File: src/sv/hvt_pkg.sv
// ----------------------------------------------------------------------------
// hvt_pkg: shared types and constants for the homogeneous vertex transform
// Holds the configuration register map, the identity reset values, the
// default number format and the per-lane result record.
// ----------------------------------------------------------------------------
package hvt_pkg;

    localparam int unsigned N_ROWS         = 4;
    localparam int unsigned N_COLS         = 4;
    localparam int unsigned N_CFG          = 8;
    localparam int unsigned CFG_IDX_W      = 3;
    localparam int unsigned CFG_DATA_W     = 64;
    localparam int unsigned COMP_W         = 32;
    localparam int unsigned ELEM_WIDTH_DEF = 32;
    localparam int unsigned FRAC_BITS_DEF  = 16;
    localparam int unsigned OQ_DEPTH       = 8;

    // Configuration register map: two matrix elements per register.
    typedef enum logic [CFG_IDX_W-1:0] {
        CFG_ROW0_COLS01 = 3'd0,
        CFG_ROW0_COLS23 = 3'd1,
        CFG_ROW1_COLS01 = 3'd2,
        CFG_ROW1_COLS23 = 3'd3,
        CFG_ROW2_COLS01 = 3'd4,
        CFG_ROW2_COLS23 = 3'd5,
        CFG_ROW3_COLS01 = 3'd6,
        CFG_ROW3_COLS23 = 3'd7
    } t_cfg_idx;

    localparam logic [CFG_DATA_W-1:0] ONE_LOW  = 64'h0000_0000_0001_0000;
    localparam logic [CFG_DATA_W-1:0] ONE_HIGH = 64'h0001_0000_0000_0000;

    // Reset gives the identity matrix in Q16.16.
    function automatic logic [CFG_DATA_W-1:0] cfg_reset_value(input t_cfg_idx idx);
        logic [CFG_DATA_W-1:0] v;
        unique case (idx)
            CFG_ROW0_COLS01: v = ONE_LOW;
            CFG_ROW0_COLS23: v = '0;
            CFG_ROW1_COLS01: v = ONE_HIGH;
            CFG_ROW1_COLS23: v = '0;
            CFG_ROW2_COLS01: v = '0;
            CFG_ROW2_COLS23: v = ONE_LOW;
            CFG_ROW3_COLS01: v = '0;
            CFG_ROW3_COLS23: v = ONE_HIGH;
            default:         v = '0;
        endcase
        return v;
    endfunction

    typedef struct packed {
        logic              valid;
        logic              ovf;
        logic [COMP_W-1:0] value;
    } t_lane_res;

endpackage

File: src/sv/hvt_merge.sv
// ----------------------------------------------------------------------------
// hvt_merge: result merge and output queue
// Packs the four lane results into one output transfer, ORs their overflow
// flags and queues the result. A credit count covers items still in the
// lanes so that the queue can never overrun.
// ----------------------------------------------------------------------------
module hvt_merge
    import hvt_pkg::*;
#(
    parameter int unsigned DEPTH = OQ_DEPTH
) (
    input  logic                       i_clk,
    input  logic                       i_rst_n,
    input  logic                       i_in_accept,
    output logic                       o_in_ready,
    input  t_lane_res                  i_lanes [N_ROWS],
    output logic                       m_axis_tvalid,
    input  logic                       m_axis_tready,
    output logic [N_ROWS*COMP_W-1:0]   m_axis_tdata,   // out_x, out_y, out_z, out_w
    output logic                       m_axis_tuser    // overflow
);

    localparam int unsigned PTR_W = (DEPTH > 1) ? $clog2(DEPTH) : 1;
    localparam int unsigned CNT_W = $clog2(DEPTH + 1);
    localparam int unsigned ENT_W = N_ROWS * COMP_W + 1;

    logic [ENT_W-1:0]  r_mem [DEPTH];
    logic [PTR_W-1:0]  r_wr_ptr, n_wr_ptr, r_rd_ptr, n_rd_ptr;
    logic [CNT_W-1:0]  r_fill, n_fill, r_credit, n_credit;
    logic [N_ROWS*COMP_W-1:0] w_data;
    logic              w_ovf, push, pop;

    always_comb begin
        w_ovf = 1'b0;
        for (int l = 0; l < N_ROWS; l++) begin
            w_ovf = w_ovf | i_lanes[l].ovf;
            w_data[l*COMP_W +: COMP_W] = i_lanes[l].value;
        end
    end

    assign push = i_lanes[0].valid;
    assign pop  = (r_fill != '0) && m_axis_tready;

    always_comb begin
        n_wr_ptr = r_wr_ptr;
        n_rd_ptr = r_rd_ptr;
        if (push) begin
            n_wr_ptr = (r_wr_ptr == PTR_W'(DEPTH - 1)) ? '0 : r_wr_ptr + PTR_W'(1);
        end
        if (pop) begin
            n_rd_ptr = (r_rd_ptr == PTR_W'(DEPTH - 1)) ? '0 : r_rd_ptr + PTR_W'(1);
        end
        n_fill   = r_fill + CNT_W'(push) - CNT_W'(pop);
        n_credit = r_credit + CNT_W'(i_in_accept) - CNT_W'(pop);
    end

    always_ff @(posedge i_clk) begin
        if (push) begin
            r_mem[r_wr_ptr] <= {w_ovf, w_data};
        end
    end

    always_ff @(posedge i_clk) begin
        if (!i_rst_n) begin
            r_wr_ptr <= '0;
            r_rd_ptr <= '0;
            r_fill   <= '0;
            r_credit <= '0;
        end else begin
            r_wr_ptr <= n_wr_ptr;
            r_rd_ptr <= n_rd_ptr;
            r_fill   <= n_fill;
            r_credit <= n_credit;
        end
    end

    // Credits count every item between input transfer and output transfer.
    assign o_in_ready    = r_credit < CNT_W'(DEPTH);
    assign m_axis_tvalid = r_fill != '0;
    assign m_axis_tdata  = r_mem[r_rd_ptr][N_ROWS*COMP_W-1:0];
    assign m_axis_tuser  = r_mem[r_rd_ptr][ENT_W-1];

`ifndef NO_ASSERTIONS
    a_no_overrun: assert property (@(posedge i_clk) disable iff (!i_rst_n)
        push |-> (r_fill != CNT_W'(DEPTH)))
        else $error("output queue written while full");

    a_fill_within_credit: assert property (@(posedge i_clk) disable iff (!i_rst_n)
        r_fill <= r_credit)
        else $error("queue holds more results than items accepted");

    a_lanes_aligned: assert property (@(posedge i_clk) disable iff (!i_rst_n)
        (i_lanes[0].valid == i_lanes[1].valid) && (i_lanes[0].valid == i_lanes[2].valid)
        && (i_lanes[0].valid == i_lanes[3].valid))
        else $error("lane results out of step");
`endif

endmodule

File: config.mk
export PLATFORM = sky130hd
export DESIGN_NAME = hvt_merge
export DESIGN_NICKNAME = d
export VERILOG_FILES = /design/src/sv/hvt_pkg.sv /design/src/sv/hvt_merge.sv
export SDC_FILE = /design/constraint.sdc
export NUM_CORES = 1
export LEC_CHECK = 0
export BUFFER_PORTS_ARGS = -buffer_cell sky130_fd_sc_hd__buf_2
export CAP_MARGIN = 10
export CORE_AREA = 4 4 264 266
export DETAILED_ROUTE_END_ITERATION = 16
export DIE_AREA = 0 0 268 270
export PLACE_DENSITY = 0.79
export SETUP_SLACK_MARGIN = 0.4
export SLEW_MARGIN = 20
export SYNTH_ARGS = -nofsm -noshare
export SYNTH_HDL_FRONTEND = slang
export SYNTH_SLANG_ARGS = --single-unit
File: constraint.sdc
create_clock -name i_clk -period 32.1 [get_ports i_clk]
set_input_delay 1.605 -clock i_clk [delete_from_list [all_inputs] [get_ports i_clk]]
set_output_delay 1.605 -clock i_clk [all_outputs]
set_load 0.02 [all_outputs]
; Word-level counts from Yosys, hierarchy flattened
; Memory sizes are Yosys's and may differ from the RTL's. A register that Yosys moved wholly into a read port is not among the register bits.
; Cells that the tools add are included.
[classes]
addsub = 6
n_lt_le_gt_ge = 1
n_eq_ne = 2
muxes = 6
bitwise_logic = 3
n_reduce_logical = 2
[ops]
columns = operator, n
row1 = 3-bit two-way mux, 4
row2 = 4-bit by 1-bit adder with 4-bit output, 2
row3 = 4-bit by 1-bit subtractor with 4-bit output, 2
row4 = "3-bit by 1-bit adder with 3-bit output, second input constant", 2
row5 = "3-bit equality test, second input constant", 2
row6 = "4-bit < comparator, second input constant", 1
row7 = 4-bit nonzero test, 1
row8 = 1-bit OR, 3
row9 = 1-bit two-way mux, 2
row10 = 1-bit logical AND, 1
[word_totals]
register_bits = 14
ramBits = 1032
input_bits = 140
mem_count = 1
[memory_table]
columns = memory, words, width, rd, rd_ports_with_merged_regs, write_ports, line
row1 = r_mem, 8, 129, 1, 1, 1, hvt_merge.sv:27  ; logic [ENT_W-1:0] r_mem [DEPTH];

; Longest topological paths before layout
[depth]
word_depth = 4
ltp_mapped = 11
mapped_depth_nobuf = 10

; Worst setup path before layout
; Ideal clock, no wire load.
[synth_path]
path_kind = input -> register
startpoint = input i_lanes[135] (netlist bit)
endpoint = memory r_mem[0][0] (netlist bit), enable pin
setup_ps = 775
arrival_time_ps = 10406
setup_slack_ps = 20919
path_stages = 2
path_buffers = 0
cell_sequence = nand2b_1 -> nor3_1
[synth_between]
elab_chain_cells = 2
[synth_lines]
columns = item, line
row1 = from (decl), hvt_merge.sv:16  ; input t_lane_res i_lanes [N_ROWS],
row2 = 1-bit two-way mux, hvt_merge.sv:58  ; if (push) begin
row3 = 1-bit two-way mux (not written as such), hvt_merge.sv:59  ; r_mem[r_wr_ptr] <= {w_ovf, w_data};
row4 = to (decl), hvt_merge.sv:27
; Every way passes these cells.

==> results by group <==
Placed design
  – Dpl hpwl: 41.17 mm
  – Port Buffers: 267
  – Gpl congestion: 0.7005

Drt
  – Drt pass-1 iters: 5
  – Via-to-Cell Ratio: 6.088
  – Mean routed wirelength per cell: 26.47 µm
  – Drt first-iter violations: 1,531
  – Total Wirelength: 76.57 mm
  – Post-route ant nets: 0
  – Total number of vias: 17,610
  – # DRC: 0

Floorplanning
  – Die Y: 270 µm
  – Core Region: 0.06704 mm²
  – Die width: 268 µm
  – Die area: 0.07236 mm²
  – FP Rows: 95
  – Boundary pin count: 271
  – Initial Utilization: 0.5979

Yosys
  – Post-synth top area cell: edfxtp_1
  – Syn Std Cell Area: 0.04008 mm²
  – Synth Instances: 1,593
  – Yosys cell types: 34
  – YS warnings: 0
  – Ranking of synthesized cells by area: edfxtp_1, mux4_2, mux4_1, mux2_2, dfxtp_1
  – Synth Net Count: 1,746
  – Top cell type's share of synthesized area: 0.7732
  – Avg Cell Area, Syn: 25.16 µm²
  – Synth Register Bits: 1,049
  – Sequential-to-total area share from yosys stat: 0.7816

Critical path
  – Slowest stage delay, CP: 0.92 ns
  – Reg2Reg Depth: 4
  – CP most frequent cell: buf_4
  – Signal arrival time at the worst endpoint: 4.41 ns
  – CP Capture Type: output port
  – Crit-path leading delay family: buffers and inverters
  – CP max FO: 51
  – Reg2reg end: r_mem[1][92]
  – CP Cell Sequence: buf_4, buf_4, mux4_1, mux2_2, buf_2
  – WP buf/inv: 3
  – Worst Path Required: 30.49 ns
  – Worst R2R Start: r_wr_ptr[0]
  – CP Class: reg2out
  – Reg2reg setup slack: 29.26 ns
  – Startpoint Class: flop
  – CP max stage cell: dfxtp_4

Global routing
  – Overall routing resource usage: 0.2139
  – Vias in the first global route: 18,720
  – Initial antenna violation count: 20
  – First-pass GRT wire length: 116.3 mm
  – Largest net degree at the start of global routing: 127
  – Total gr overflow: 0

Finish
  – FF/Latch Area: 0.03134 mm²
  – Area taken by multi-input logic gates: 0.008257 mm²
  – Area delta synth->final: 13.20%
  – Layout fillers: 4,041
  – Ratio of cells with drive above 1 in the final layout: 0.3596
  – Nets: 2,074

STA
  – Hold_ws: 0.4890 ns
  – Final TNS setup: 0 ns
  – Max Fclk: 166.1 MHz
  – Worst Tran Pin Value: 1.133 ns
  – Final min period: 6.019 ns
  – RSZ-0062 raised after global routing: no
  – Final Cycle Share: 0.1875
  – Slew Viols, Final: 0
  – Clk_skew: 0.02286 ns
  – Final Hold Fails: 0
  – Setup-failing EPs final: 0
  – Rel. slew slack: 0.2450

Outcome
  – Status: finished clean

Power and ir drop
  – Power density cells: 68.49 mW/mm²
  – Total power: 3.108 mW
  – Peak VDD IR: 0.05923 mV
  – Static Leak: 14.62 nW

CTS
  – Inserted Clock Buffers: 99
  – PostCTS Resize Cnt: 0
  – Worst-case clock buffer depth: 3
  – TritonCTS clock tree: yes
  – Clock sinks: 1,049
  – CTS Root Cell: clkbuf_16
  – Post-CTS setup buffer count: 0
  – CTS Hold Buffers Added: 0
  – Clock transition at path regs: 0.06 ns
  – Worst skew pair latency: 0.65 ns
  – H-Tree Depth: 3

Hold path
  – Hold path startpoint: r_rd_ptr[2]
  – Hold depth: 2
  – Hold WC Path Type: reg2reg

Run
  – Max Cap Violations: 0
[cell usage after synthesis]
cell type and number:
edfxtp_1 1032, mux4_2 154, mux2_2 129, mux4_1 104, buf_6 23, clkbuf_1 22
dfxtp_1 17, nor2_1 15, buf_2 12, buf_1 11, ha_1 11, mux2i_1 10
inv_1 8, nand2_1 8, nand2b_1 5, a21oi_1 4, buf_8 3, xor2_1 3
and2_1 2, fa_1 2, nand3_1 2, nand3b_1 2, nor3_1 2, or2_2 2
a21o_1 1, buf_4 1, clkinv_1 1, dlygate4sd1_1 1, dlymetal6s4s_1 1, nor3b_1 1
or3_1 1, or3b_2 1, or4_1 1, xnor2_1 1
[power by group]
part / internal [mW] / leakage [nW] / switching [mW]
sequential: 1.54 / 9.52 / 0.0233
combinational: 0.212 / 3.65 / 0.255
clock: 0.600 / 1.45 / 0.476
[state kept, by name, indices dropped and copies added (netlist names), named ones only]
register,cells
r_fill,4
r_credit,4
r_mem,1032
r_wr_ptr,3
r_rd_ptr,3
[through the flow]
stage | setup WS (ns) | instance area (µm²) | cells | util
2_1_floorplan | 20.92 | 40080 | 1593 | -
3_3_place_gp | 26.69 | 42330 | 2693 | 0.6314
3_5_place_dp | 26.67 | 42330 | 2693 | 0.6314
4_1_cts | 25.97 | 45330 | 2875 | 0.6762
5_1_grt | 25.78 | 45350 | 2883 | 0.6765
6_report | 26.08 | 45370 | 2893 | 0.6768
[layer usage]
| layer | up-vias | wire (µm) | global-route usage | share of wire |
|---|---|---|---|---|
| met3 | 98 | 5597 | 0.05211 | 0.073 |
| met4 | 8 | 1437 | 0.05504 | 0.019 |
| met2 | 566 | 39190 | 0.3559 | 0.51 |
| met5 | - | 54 | 0 | 0.00071 |
| met1 | 9344 | 30280 | 0.2904 | 0.40 |
| li1 | 7597 | - | - | - |
[worst reg2reg max path, stage by stage, from the launching register on]
cell,delay [ns]
dfxtp_1,0.48
nand2b_1,0.19
nor2_4,0.15
buf_4,0.80
buf_4,0.82
[logic make-up (layout without fill, tap and decap cells)]
logic type | Yosys count | after routing | share of synthesized area
other | 0 | 18 | 0
muxes | 397 | 397 | 0.1934
and+or+nand+nor | 42 | 42 | 0.005182
xor gates and xnor gates | 4 | 4 | 0.0008742
DFF | 1049 | 1049 | 0.7816
AOI/OAI and AO/OA | 5 | 5 | 0.0006868
adders and majority gates | 13 | 13 | 0.004433
buffers and inverters | 83 | 492 | 0.01374
[how the worst max path moves through the flow]
stage / from / endpoint / slack (ns) / depth (start not counted)
5_1_grt: flop / m_axis_tdata[67] / 25.78 / 5
3_5_place_dp: flop / m_axis_tdata[97] / 26.67 / 5
3_3_place_gp: flop / m_axis_tdata[42] / 26.69 / 5
4_1_cts: flop / m_axis_tdata[67] / 25.97 / 5
2_1_floorplan: i_lanes[135] / r_mem[0][0] / 20.92 / 2
6_report: flop / m_axis_tdata[67] / 26.08 / 5
[area by class of cell]
cell class,count,share of cell area
Sequential cell,1049,0.6907
Multi-Input combinational cell,461,0.1820
Clock buffer,134,0.05793
Timing Repair Buffer,301,0.03535
Tap cell,873,0.02407
Clock inverter,48,0.008217
Antenna cell,18,0.0009927
Inverter,9,0.0007445
[layout by cell type, fill, tap and decap left out, types with 3 or more instances in the layout]
cell	netlist	routed
a21oi_1	4	4
clkinv_8	0	3
nor2_4	0	6
nor2_1	15	9
mux2_2	129	129
inv_1	8	8
clkinv_1	1	28
clkinv_2	0	11
ha_1	11	11
clkbuf_1	22	33
mux4_1	104	104
edfxtp_1	1032	1032
clkbuf_16	0	99
bufinv_16	0	3
nand2b_1	5	5
dfxtp_4	0	3
nand2_1	8	8
mux2i_1	10	10
xor2_1	3	3
mux4_2	154	154
buf_2	12	267
diode_2	0	18
buf_4	1	33
dfxtp_1	17	14
No activity file was read; power rests on OpenSTA's default activity.
